==> src/design/spq_pkg.sv <==
// Shared constants and control types for the sorted priority queue.
`default_nettype none

package spq_pkg;

	// Default sizes
	localparam int DEPTH_DEF    = 16;
	localparam int KEY_BITS_DEF = 8;

	// Fixed field widths
	localparam int DATA_W   = 8;
	localparam int PRIO_W   = 8;
	localparam int STATUS_W = 2;

	// Operation codes
	localparam logic OP_ENQ = 1'b0;
	localparam logic OP_DEQ = 1'b1;

	// Status codes
	localparam logic [STATUS_W-1:0] ST_OK    = 2'd0;
	localparam logic [STATUS_W-1:0] ST_EMPTY = 2'd1;
	localparam logic [STATUS_W-1:0] ST_FULL  = 2'd2;

	// Per-cycle command broadcast to every cell
	typedef struct packed {
		logic enq;   // insert new entry this cycle
		logic deq;   // remove head this cycle
	} spq_ctrl_t;

endpackage

`default_nettype wire

==> src/design/spq_cell.sv <==
// One slot of the sorted chain: holds a data byte and a key, trades with neighbors.
`default_nettype none

module spq_cell
	import spq_pkg::*;
#(
	parameter int KEY_BITS = KEY_BITS_DEF
) (
	input  wire                     clk,
	input  wire spq_ctrl_t          ctrl,
	input  wire                     occupied,   // slot holds a live entry
	input  wire                     at_tail,    // first free slot
	input  wire [DATA_W-1:0]        new_data,
	input  wire [KEY_BITS-1:0]      new_key,
	input  wire                     prev_go,    // left neighbor is shifting right
	input  wire [DATA_W-1:0]        prev_data,
	input  wire [KEY_BITS-1:0]      prev_key,
	input  wire [DATA_W-1:0]        next_data,
	input  wire [KEY_BITS-1:0]      next_key,
	output logic                    go,
	output logic [DATA_W-1:0]       data,
	output logic [KEY_BITS-1:0]     key
);

	logic [DATA_W-1:0]   data_q;
	logic [KEY_BITS-1:0] key_q;
	logic                ins;

	// New key sorts strictly ahead of this entry: this entry moves right
	assign go  = occupied && (key_q > new_key);
	assign ins = go || at_tail;

	// Shift right on insert, left on remove
	always_ff @(posedge clk) begin
		if (ctrl.enq && ins) begin
			if (prev_go) begin
				data_q <= prev_data;
				key_q  <= prev_key;
			end else begin
				data_q <= new_data;
				key_q  <= new_key;
			end
		end else if (ctrl.deq) begin
			data_q <= next_data;
			key_q  <= next_key;
		end
	end

	assign data = data_q;
	assign key  = key_q;

endmodule

`default_nettype wire

==> src/design/sorted_priority_queue.sv <==
// Top level of the sorted priority queue: a chain of key/data cells with a fill counter.
//
//  channel   signals                                    beat taken when
//  command   start, busy, op, item_data, item_priority  start && !busy at clk rise
//  result    done, status, out_data, out_priority,      done high for one cycle
//            fill_count
//
// One command per cycle; busy stays low. The result of a command appears
// with done in the cycle after it is taken, set by the single register stage
// behind the cell chain. Every cell compares and shifts in the same cycle.
// arst_n clears the fill count and done; the slot contents are left as is.
// The result side cannot stall; each result beat is shown for one cycle.
`default_nettype none

module sorted_priority_queue
	import spq_pkg::*;
#(
	parameter int DEPTH    = DEPTH_DEF,
	parameter int KEY_BITS = KEY_BITS_DEF
) (
	input  wire                              clk,
	input  wire                              arst_n,
	input  wire                              start,
	output logic                             busy,
	input  wire                              op,
	input  wire [DATA_W-1:0]                 item_data,
	input  wire [PRIO_W-1:0]                 item_priority,
	output logic                             done,
	output logic [STATUS_W-1:0]              status,
	output logic [DATA_W-1:0]                out_data,
	output logic [PRIO_W-1:0]                out_priority,
	output logic [$clog2(DEPTH+1)-1:0]       fill_count
);

	localparam int CNT_W = $clog2(DEPTH + 1);
	localparam logic [CNT_W-1:0] FULL_CNT = CNT_W'(DEPTH);

	logic [CNT_W-1:0]         count_q;
	logic                     done_q;
	logic [STATUS_W-1:0]      status_q;
	logic [DATA_W-1:0]        out_data_q;
	logic [PRIO_W-1:0]        out_prio_q;

	logic                     accept;
	logic                     enq_ok;
	logic                     deq_ok;
	spq_ctrl_t                ctrl;
	logic [KEY_BITS+PRIO_W-1:0] key_ext;
	logic [KEY_BITS-1:0]      new_key;
	logic [KEY_BITS+PRIO_W-1:0] head_ext;

	logic [DATA_W-1:0]        cell_data [DEPTH];
	logic [KEY_BITS-1:0]      cell_key  [DEPTH];
	logic                     cell_go   [DEPTH];

	// Command decode
	assign busy   = 1'b0;
	assign accept = start && !busy;
	assign enq_ok = accept && (op == OP_ENQ) && (count_q != FULL_CNT);
	assign deq_ok = accept && (op == OP_DEQ) && (count_q != '0);
	assign ctrl.enq = enq_ok;
	assign ctrl.deq = deq_ok;

	// Key kept in its low KEY_BITS bits
	assign key_ext = {{KEY_BITS{1'b0}}, item_priority};
	assign new_key = key_ext[KEY_BITS-1:0];

	// Cell chain, head at cell 0
	for (genvar i = 0; i < DEPTH; i++) begin : g_cell
		localparam logic [CNT_W-1:0] IDX = CNT_W'(i);
		logic                 prev_go;
		logic [DATA_W-1:0]    prev_data;
		logic [KEY_BITS-1:0]  prev_key;
		logic [DATA_W-1:0]    next_data;
		logic [KEY_BITS-1:0]  next_key;

		if (i == 0) begin : g_first
			assign prev_go   = 1'b0;
			assign prev_data = '0;
			assign prev_key  = '0;
		end else begin : g_mid
			assign prev_go   = cell_go[i-1];
			assign prev_data = cell_data[i-1];
			assign prev_key  = cell_key[i-1];
		end

		if (i == DEPTH - 1) begin : g_last
			assign next_data = '0;
			assign next_key  = '0;
		end else begin : g_inner
			assign next_data = cell_data[i+1];
			assign next_key  = cell_key[i+1];
		end

		spq_cell #(
			.KEY_BITS (KEY_BITS)
		) u_cell (
			.clk       (clk),
			.ctrl      (ctrl),
			.occupied  (IDX < count_q),
			.at_tail   (IDX == count_q),
			.new_data  (item_data),
			.new_key   (new_key),
			.prev_go   (prev_go),
			.prev_data (prev_data),
			.prev_key  (prev_key),
			.next_data (next_data),
			.next_key  (next_key),
			.go        (cell_go[i]),
			.data      (cell_data[i]),
			.key       (cell_key[i])
		);
	end

	assign head_ext = {{PRIO_W{1'b0}}, cell_key[0]};

	// Fill count and result strobe
	always_ff @(posedge clk or negedge arst_n) begin
		if (!arst_n) begin
			count_q <= '0;
			done_q  <= 1'b0;
		end else begin
			done_q <= accept;
			if (enq_ok) begin
				count_q <= count_q + 1'b1;
			end else if (deq_ok) begin
				count_q <= count_q - 1'b1;
			end
		end
	end

	// Result payload
	always_ff @(posedge clk) begin
		if (accept) begin
			if (deq_ok) begin
				status_q   <= ST_OK;
				out_data_q <= cell_data[0];
				out_prio_q <= head_ext[PRIO_W-1:0];
			end else begin
				if (op == OP_DEQ) begin
					status_q <= ST_EMPTY;
				end else if (enq_ok) begin
					status_q <= ST_OK;
				end else begin
					status_q <= ST_FULL;
				end
				out_data_q <= '0;
				out_prio_q <= '0;
			end
		end
	end

	assign done         = done_q;
	assign status       = status_q;
	assign out_data     = out_data_q;
	assign out_priority = out_prio_q;
	assign fill_count   = count_q;

endmodule

`default_nettype wire

==> config.mk <==
export PLATFORM = sky130hd
export DESIGN_NAME = sorted_priority_queue
export DESIGN_NICKNAME = d
export VERILOG_FILES = /design/src/design/spq_pkg.sv /design/src/design/spq_cell.sv /design/src/design/sorted_priority_queue.sv
export SDC_FILE = /design/constraint.sdc
export NUM_CORES = 1
export LEC_CHECK = 0
export BUFFER_PORTS_ARGS = -buffer_cell sky130_fd_sc_hd__buf_2
export CAP_MARGIN = 10
export CORE_MARGIN = 2
export CORE_UTILIZATION = 38
export CTS_CLUSTER_DIAMETER = 150
export DETAILED_ROUTE_END_ITERATION = 6
export HOLD_SLACK_MARGIN = 0.03
export PLACE_DENSITY = 0.64
export SETUP_SLACK_MARGIN = 0.2
export SYNTH_ARGS = -nofsm -noshare
export SYNTH_HDL_FRONTEND = slang
export SYNTH_SLANG_ARGS = --single-unit
export TNS_END_PERCENT = 10
==> constraint.sdc <==
create_clock -name clk -period 4.15 [get_ports clk]
set_clock_uncertainty 0.05 [all_clocks]
set_input_delay 0.415 -clock clk [delete_from_list [all_inputs] [get_ports clk]]
set_output_delay 0.415 -clock clk [all_outputs]
set_load 0.005 [all_outputs]
Yosys cells after proc, flatten, opt, wreduce, memory -nomap -nowiden

Index checks and enable logic that the tools add are counted.

Input bits: 20
Register bits: 280
Logic and storage cells: 258

Add/sub/neg operators: 2
Equality and inequality tests: 16
Order comparisons: 32
Mux-type cells: 97
Reductions and logical operators: 72
Bitwise operators: 1

Operators with widths:

| kind                | count |
|---|---|
| $mux 8              | 93 |
| $gt 8x8->1          | 16 |
| $eq 4x5->1 const A  | 8 |
| $lt 4x5->1 const A  | 8 |
| $logic_and 1x1->1   | 36 |
| $reduce_bool 2->1   | 17 |
| $eq 3x5->1 const A  | 4 |
| $lt 3x5->1 const A  | 4 |
| $logic_or 1x1->1    | 16 |
| $eq 2x5->1 const A  | 2 |
| $lt 1x5->1 const A  | 2 |
| $lt 2x5->1 const A  | 2 |
| $mux 5              | 2 |
| $add 5x1->5 const B | 1 |
| $eq 1x5->1 const A  | 1 |
| $logic_not 5->1     | 1 |
| $ne 5x5->1 const B  | 1 |
| $reduce_bool 5->1   | 1 |
| $sub 5x1->5 const B | 1 |
| $mux 2              | 1 |
| $reduce_or 2->1     | 1 |
| $mux 1              | 1 |
| $not 1->1           | 1 |

Logic depth before layout (Yosys ltp)

Gate-level depths: netlist of the first run.

Word-level depth: 5
Mapped depth: 12
Depth with buffers taken out: 8

By module

Synthesis of the first run repeated with hierarchy kept, for this count alone.

Cell total of the unflattened synthesis: 1578
Area total of the unflattened synthesis: 19498.7 sq um

By module, submodules not included:

| module                | instances | area an instance (sq um) | cells an instance | sequential area each (sq um) |
|---|---|---|---|---|
| spq_cell              | 16        | 1132.3                   | 90                | 480.5 |
| sorted_priority_queue | 1         | 1381.3                   | 138               | 690.7 |

Worst setup path after synthesis of the first run

No wires, ideal clock.

Kind: input to register
Start point: input item_priority[5]
End point: register g_cell[8].u_cell.data_q[0] (enable)
Library setup time: 0.364 ns
Path slack: 0.818 ns
Arrival time: 2.918 ns
Cell stages on the path: 9
Data required time: 3.736 ns
Cell sequence: clkbuf_1 -> inv_1 -> ha_1 -> a21o_1 -> a211oi_1 -> a211oi_4 -> o21ai_1 -> clkbuf_1 -> nand2_1

Longest elaborated chain between the ends: 5

RTL lines:

| what                        | RTL line                    | text |
|---|---|---|
| start, declared             | sorted_priority_queue.sv:27 | `input wire [PRIO_W-1:0] item_priority,` |
| $gt 8x8->1                  | spq_cell.sv:30              | `assign go = occupied && (key_q > new_key);` |
| $logic_and 1x1->1           | spq_cell.sv:30              |  |
| $logic_or 1x1->1            | spq_cell.sv:31              | `assign ins = go \|\| at_tail;` |
| $logic_and 1x1->1           | spq_cell.sv:35              | `if (ctrl.enq && ins) begin` |
| $reduce_bool 2->1 (no line) | n/a                         |  |
| end signal, assigned        | spq_cell.sv:37              | `data_q <= prev_data;` |
| end signal, assigned        | spq_cell.sv:40              | `data_q <= new_data;` |
| end signal, assigned        | spq_cell.sv:44              | `data_q <= next_data;` |
| end, declared               | spq_cell.sv:25              | `logic [DATA_W-1:0] data_q;` |

Every way passes these cells.
A chain may end at the register's enable or synchronous reset.

Worst setup path after layout of the first run

Start point: register count_q[2], in the netlist fill_count[2]
End point: register g_cell[14].u_cell.key_q[2] (data pin)

Longest elaborated chain between the ends: 5

RTL lines:

| what                   | RTL line                     | text |
|---|---|---|
| start, declared        | sorted_priority_queue.sv:38  | `logic [CNT_W-1:0] count_q;` |
| start signal, assigned | sorted_priority_queue.sv:125 | `count_q <= count_q + 1'b1;` |
| start signal, assigned | sorted_priority_queue.sv:127 | `count_q <= count_q - 1'b1;` |
| $lt 4x5->1             | sorted_priority_queue.sv:100 | `.occupied (IDX < count_q),` |
| $logic_and 1x1->1      | spq_cell.sv:30               |  |
| $logic_or 1x1->1       | spq_cell.sv:31               |  |
| $logic_and 1x1->1      | spq_cell.sv:35               |  |
| $mux 8 *               | spq_cell.sv:35               |  |
| end signal, assigned   | spq_cell.sv:38               | `key_q <= prev_key;` |
| end signal, assigned   | spq_cell.sv:41               | `key_q <= new_key;` |
| end signal, assigned   | spq_cell.sv:45               | `key_q <= next_key;` |
| end, declared          | spq_cell.sv:26               | `logic [KEY_BITS-1:0] key_q;` |

Every way passes the cells marked *; elsewhere a longest branch is shown, timed or not.

==> impl_results.md, run 1 <==
* Status: finished, final reports clean
* Leak Pwr at ~7.6 nW
* Synth-to-layout area growth at 12.1%
* NumNets Final at 1563
* # hold bufs at CTS at 1
* Reg-to-Reg Start: fill_count[2]
* Pre-CTS WS at about 500 ps
* CTS sink count at 280
* Via Count at ~11000
* First-pass GRT wire length at about 65000 um
* Commonest cells after routing, fill and taps aside: mux2_2, edfxtp_1, ha_1
* Storage cell area at roughly 8400 um2
* Critical Path AT at ~3400 ps
* Gate Count Post-Synth at about 1300
* DIE WIDTH at roughly 220 um
* CTS Buffer Depth at 3
* 1st-pass router iterations at 5
* WS Path Type: flip-flop to flip-flop
* Slew HR at 43.8%
* Largest net degree at the start of global routing at 33
* Tmin final at approximately 3100 ps
* Crit end category: flip-flop
* #FFs+latches synth at 280
* Wire per inst at approximately 20 um
* Cell Area, Synth at roughly 18000 um2
* RSZ-0062 raised after global routing: no
* Worst Path Required at roughly 4400 ps
* Number of synthesized flops with an enable pin at 274
* Setup-failing EPs final at 0
* Register-to-Register Path Depth at 7
* Std cell rows at between 70 and 80
* Final-report hold violation count at 0
* Post-Syn Area per Cell at roughly 13 um2
* Overall Global Routing Usage at between 10% and 20%
* Combinational share of power at between 30% and 40%
* CP startpoint: fill_count[2]
* Initial DRC Count at around 640
* Max IR drop VDD at around 0.00034 V
* DR vias/cell at around 5.3
* Hold Crit Class: primary input to asynchronous set/reset pin
* Clk pin slew, worst setup/hold paths at around 60 ps
* Antenna Cells at 0
* PwrDens at about 570 nW/um2
* Die Area at just under 50000 um2
* Ys async rst share at 2.14%
* Clk Latency, worst-skew pair at around 570 ps
* Sw Ratio at between 30% and 40%
* Clock share of power at between 20% and 30%
* Max Cap Viol at 0
* Root Buffer: clkbuf_16
* TritonCTS clock tree: yes
* # H-tree levels at 1
* Peak Freq at ~320 MHz
* Detailed Route WL at 40200 um
* Startpoint Class: flip-flop
* Final core occ at about 43%
* Gpl congestion at 0.836
* Share of post-route cells with drive strength above 1 at 36.4%
* Post-CTS setup buffers at 0
* Post-synth top area cell: edfxtp_1
* Fill count at 4264
* Remaining global-route overflow at 0
* Period utilization at 75.2%
* Final hold slack at 186 ps
* Distinct cell type count after synthesis at 51
* Initial antenna violation count at 0
* Seq pwr share at roughly 40%
* Least-Margin Pin Slew at roughly 840 ps
* Area fraction of the dominant cell type after synthesis at between 40% and 50%
* Cts repair resizes at 0
* Crit path max fanout at 14
* Most common cell after layout, fill and taps aside: mux2_2
* Post-synthesis sequential area ratio at a little under half
* Synth warnings at 0
* Routed Antenna Nets at 0
* Fin Setup TNS at 0 ps
* Area of the multi-input gates at around 9000 um2
* IO Pins at 45
* Initial Utilization at between 30% and 40%
* PortBufs at 43
* Power Internal at approximately 7.7 mW
* Worst setup margin at about 1000 ps
* DPL Wire Length at 31600 um
* Placeable Area at around 46000 um2
* Die height at ~220 um
* Total CTS buffers at 31
* Synth Net Count at 1492
* Psw at 3.67 mW
* Max Slew Vio Count at 0
* Largest cells by area after synthesis: edfxtp_1, mux2_2, ha_1
* Number of global-route vias before repair at between 10000 and 15000
* Predominant post-synthesis flop cell: edfxtp_1
* Remaining DRCs at 0
[sequential cells by signal, indices dropped and copies added, names as in the netlist]
name                flops
done                    1
fill_count              5
g_cell.u_cell.data    128
g_cell.u_cell.key     128
out_data                8
out_priority            8
status                  2
[critical path, stage by stage, from the launching register on]
cell and delay, ps:
dfrtp_1 780, and2_1 450, a31oi_1 260, nor2_1 240
o31ai_4 130, a21oi_4 390, buf_4 240, mux2_2 330
[path summary, 6_finish.rpt]
kind	to	slack, ps
max reg2reg	g_cell[14].u_cell.key[2]	1030
min	fill_count[0]	190
max	g_cell[14].u_cell.key[2]	1030
min reg2reg	g_cell[14].u_cell.data[7]	500
max in group asynchronous	fill_count[4]	3650
min in group clk	status[1]	190
[power by group through the flow]
stage | logic (mW) | registers (mW) | clock network [mW]
4_1_cts | 4.14 | 4.42 | 2.89
6_report | 4.11 | 4.42 | 2.82
5_1_grt | 4.50 | 4.49 | 3.00
3_5_place_dp | 4.12 | 4.47 | 0
3_3_place_gp | 4.00 | 4.46 | 0
2_1_floorplan | 3.16 | 4.27 | 0
[cells in the mapped netlist, drive strengths merged, types with 6 or more instances]
cell	number
mux2	367
edfxtp	274
ha	133
mux2i	73
a21oi	71
nor2	66
buf	45
nand2	40
o21ai	39
nand4	32
inv	29
clkbuf	23
nor2b	22
o211ai	19
and2	18
a211oi	16
nand2b	15
o31ai	15
dfrtp	6
[per-layer routing]
layer	part of all wire [%]	vias up	GRT usage (%)
met5	0	-	0
met4	2.2	0	3.96
met3	3.6	67	2.72
met2	49	172	29.5
met1	46	5284	21.4
li1	-	5298	-
[final cells by class]
cell class	count	share of cell area [%]
Clock buffer	41	4.43
Tap cell	607	3.80
Sequential cell	280	42.0
Inverter	29	0.545
Timing Repair Buffer	106	3.52
Clock inverter	16	0.790
Multi-Input combinational cell	962	44.9
[kinds of logic after synthesis]
kind of cell    Yosys count  share of synthesized area [%]
fa+ha+maj               133                           9.35
simple gates            208                           5.90
other cells               1                         0.0211
flops                   280                           47.1
buf+inv                  97                           2.83
compound gates          176                           7.33
mux                     440                           27.3
xor+xnor                  4                          0.197
[through the flow]
step	power, mW	cells	area (um2)
5_1_grt	12.0	2041	20000
2_1_floorplan	7.43	1339	17800
4_1_cts	11.4	2041	20000
3_5_place_dp	8.59	1983	18900
3_3_place_gp	8.45	1983	18900
6_report	11.3	2041	20000
Note: power is estimated with default switching activity, not from simulation.
==> run 2: changes to the inputs <==
--- a/config.mk
+++ b/config.mk
@@ -12,7 +12,7 @@
 export CTS_CLUSTER_DIAMETER = 150
 export DETAILED_ROUTE_END_ITERATION = 6
 export HOLD_SLACK_MARGIN = 0.03
-export PLACE_DENSITY = 0.64
+export PLACE_DENSITY = 0.66
 export SETUP_SLACK_MARGIN = 0.2
 export SYNTH_ARGS = -nofsm -noshare
 export SYNTH_HDL_FRONTEND = slang
==> constraint.sdc (replaced) <==
create_clock -name clk -period 2.7 [get_ports clk]
set_clock_uncertainty 0.05 [all_clocks]
set_input_delay 0.27 -clock clk [delete_from_list [all_inputs] [get_ports clk]]
set_output_delay 0.27 -clock clk [all_outputs]
set_load 0.005 [all_outputs]
==> impl_results.md, run 2 (synthesized netlist as in run 1, its figures left out) <==
* Slowest CP cell: edfxtp_1
* Placeable Area at between 40000 and 50000 um2
* Met3 routed WL at roughly 1400 um
* Fill count at 4100
* Final core occ at approximately 47%
* NumNets Final at ~1700
* CP cell instances: ha_4 -> nor2b_1 -> o211ai_1 -> a21oi_2 -> o31ai_4 -> buf_6 -> buf_6 -> a21oi_4 -> buf_6 -> mux2_2
* Crit end category: flip-flop
* PortBufs at 43
* Via Count at 11400
* Clk Latency, worst-skew pair at roughly 580 ps
* Startpoint Class: flip-flop
* First-pass GRT wire length at 66100 um
* Remaining global-route overflow at 0
* WS Path Type: flip-flop to flip-flop
* Max IR drop VDD at slightly below 0.0005 V
* Delay-heaviest family, CP: compound AO/OA/AOI/OAI gates
* PwrDens at approximately 870 nW/um2
* Gpl congestion at ~0.87
* Max Slew Vio Count at 0
* Pre-CTS WS at -95.7 ps
* Worst Path Required at roughly 3000 ps
* Hold Crit Class: primary input to flip-flop
* Synth-to-layout area growth at 21.2%
* Routed Antenna Nets at 0
* DR WL met2 at approximately 21000 um
* Hold path cells at 2
* Power Internal at 12.6 mW
* Least-Margin Pin Slew at 520 ps
* Largest net degree at the start of global routing at 22
* CTS Buffer Depth at 3
* Root Buffer: clkbuf_16
* Seq pwr share at around 37%
* Initial DRC Count at approximately 700
* TritonCTS clock tree: yes
* Die Area at 48600 um2
* Wire per inst at roughly 20 um
* Peak Freq at about 380 MHz
* Initial Utilization at 38.4%
* Slew HR at between 60% and 70%
* Remaining DRCs at 0
* CP peak stage delay at between 400 and 500 ps
* Setup-failing EPs final at 0
* Worst setup margin at 33.8 ps
* Worst path bufs/invs at 3
* Tmin final at approximately 2700 ps
* CTS sink count at 280
* Placed insts at 2034
* Critical Path AT at just under 3000 ps
* Register-to-Register Path Depth at 10
* Top layer used by detailed routing: met4
* Std cell rows at between 70 and 80
* Finished layout cell area at roughly 22000 um2
* DIE WIDTH at approximately 220 um
* Crit-path most repeated cell: buf_6
* Share of post-route cells with drive strength above 1 at between 40 and 50%
* Cell Area, Placed at between 15000 and 20000 um2
* Combinational share of power at between 40% and 50%
* Final-report hold violation count at 0
* Crit path max fanout at 5
* Antenna Cells at 0
* # H-tree levels at 1
* Max Cap Viol at 0
* Leak Pwr at roughly 8 nW
* Sw Ratio at around a third
* Initial antenna violation count at 0
* 1st-pass router iterations at 5
* Die height at roughly 220 um
* Status: finished, final reports clean
* Overall Global Routing Usage at around 17%
* Commonest cells after routing, fill and taps aside: mux2_2, edfxtp_1, ha_1
* Most common cell after layout, fill and taps aside: mux2_2
* DR vias/cell at roughly 5.3
* Post-Route M1 WL at around 19000 um
* RSZ-0062 raised after global routing: yes
* Post-Layout Cell Count at approximately 2100
* DPL Wire Length at roughly 33000 um
* Psw at slightly above 6 mW
* WP depth at 10
* Number of global-route vias before repair at roughly 12000
* Total CTS buffers at 31
* Clk pin slew, worst setup/hold paths at 60 ps
* Clock share of power at between 20% and 30%
* IO Pins at 45
* Detailed Route WL at between 40000 and 50000 um
* Total power at 18.7 mW
* Period utilization at about 99%
## run 2: layer usage
layer | up-vias | GRT usage [%]
met5 | - | 0
li1 | 5491 | -
met2 | 194 | 29.3
met4 | 0 | 3.51
met1 | 5619 | 23.2
met3 | 66 | 2.31
## run 2: repair_timing
action                     in CTS  in global routing
pin swaps                       6                 23
hold buffers                    3                  0
setup buffers                  12                 14
setup endpoints to repair     323                464
hold endpoints to repair        7                  0
gates cloned                    1                  9
resized for setup              18                 81
## run 2: through the flow
step / hold slack [ps] / TNS (ps)
CTS: 142 / 0
global placement: 94.5 / 0
detailed placement: 87.8 / -2220
floorplan: -75.6 / -16450
global route: 142 / -440
finish: 152 / 0
## run 2: worst paths after layout
path | start | end | slack (ps)
worst max-delay path | g_cell[0].u_cell.key[1] | g_cell[0].u_cell.key[7] | 30
worst min-delay path | start | done | 150
worst max register to register | g_cell[0].u_cell.key[1] | g_cell[0].u_cell.key[7] | 30
worst min register to register | g_cell[15].u_cell.data[4] | g_cell[14].u_cell.data[4] | 500
max in group asynchronous | arst_n | fill_count[3] | 1620
min in group asynchronous | arst_n | fill_count[3] | 650
## run 2: cell type report
type | count | area [um2] | area share (%)
Clock inverter | 16 | 189 | 0.875
Sequential cell | 280 | 8380 | 38.8
Inverter | 29 | 120 | 0.556
Multi-Input combinational cell | 964 | 9430 | 43.7
Tap cell | 607 | 759 | 3.52
Clock buffer | 41 | 813 | 3.77
Timing Repair Buffer | 193 | 1890 | 8.75
## run 2: power groups by stage
stage	Sequential (mW)	Clock, mW	Combinational, mW
6_report	6.82	4.27	7.60
5_1_grt	6.93	4.53	8.19
4_1_cts	6.79	4.35	7.17
3_5_place_dp	6.88	0	6.96
3_3_place_gp	6.85	0	6.74
2_1_floorplan	6.56	0	4.97
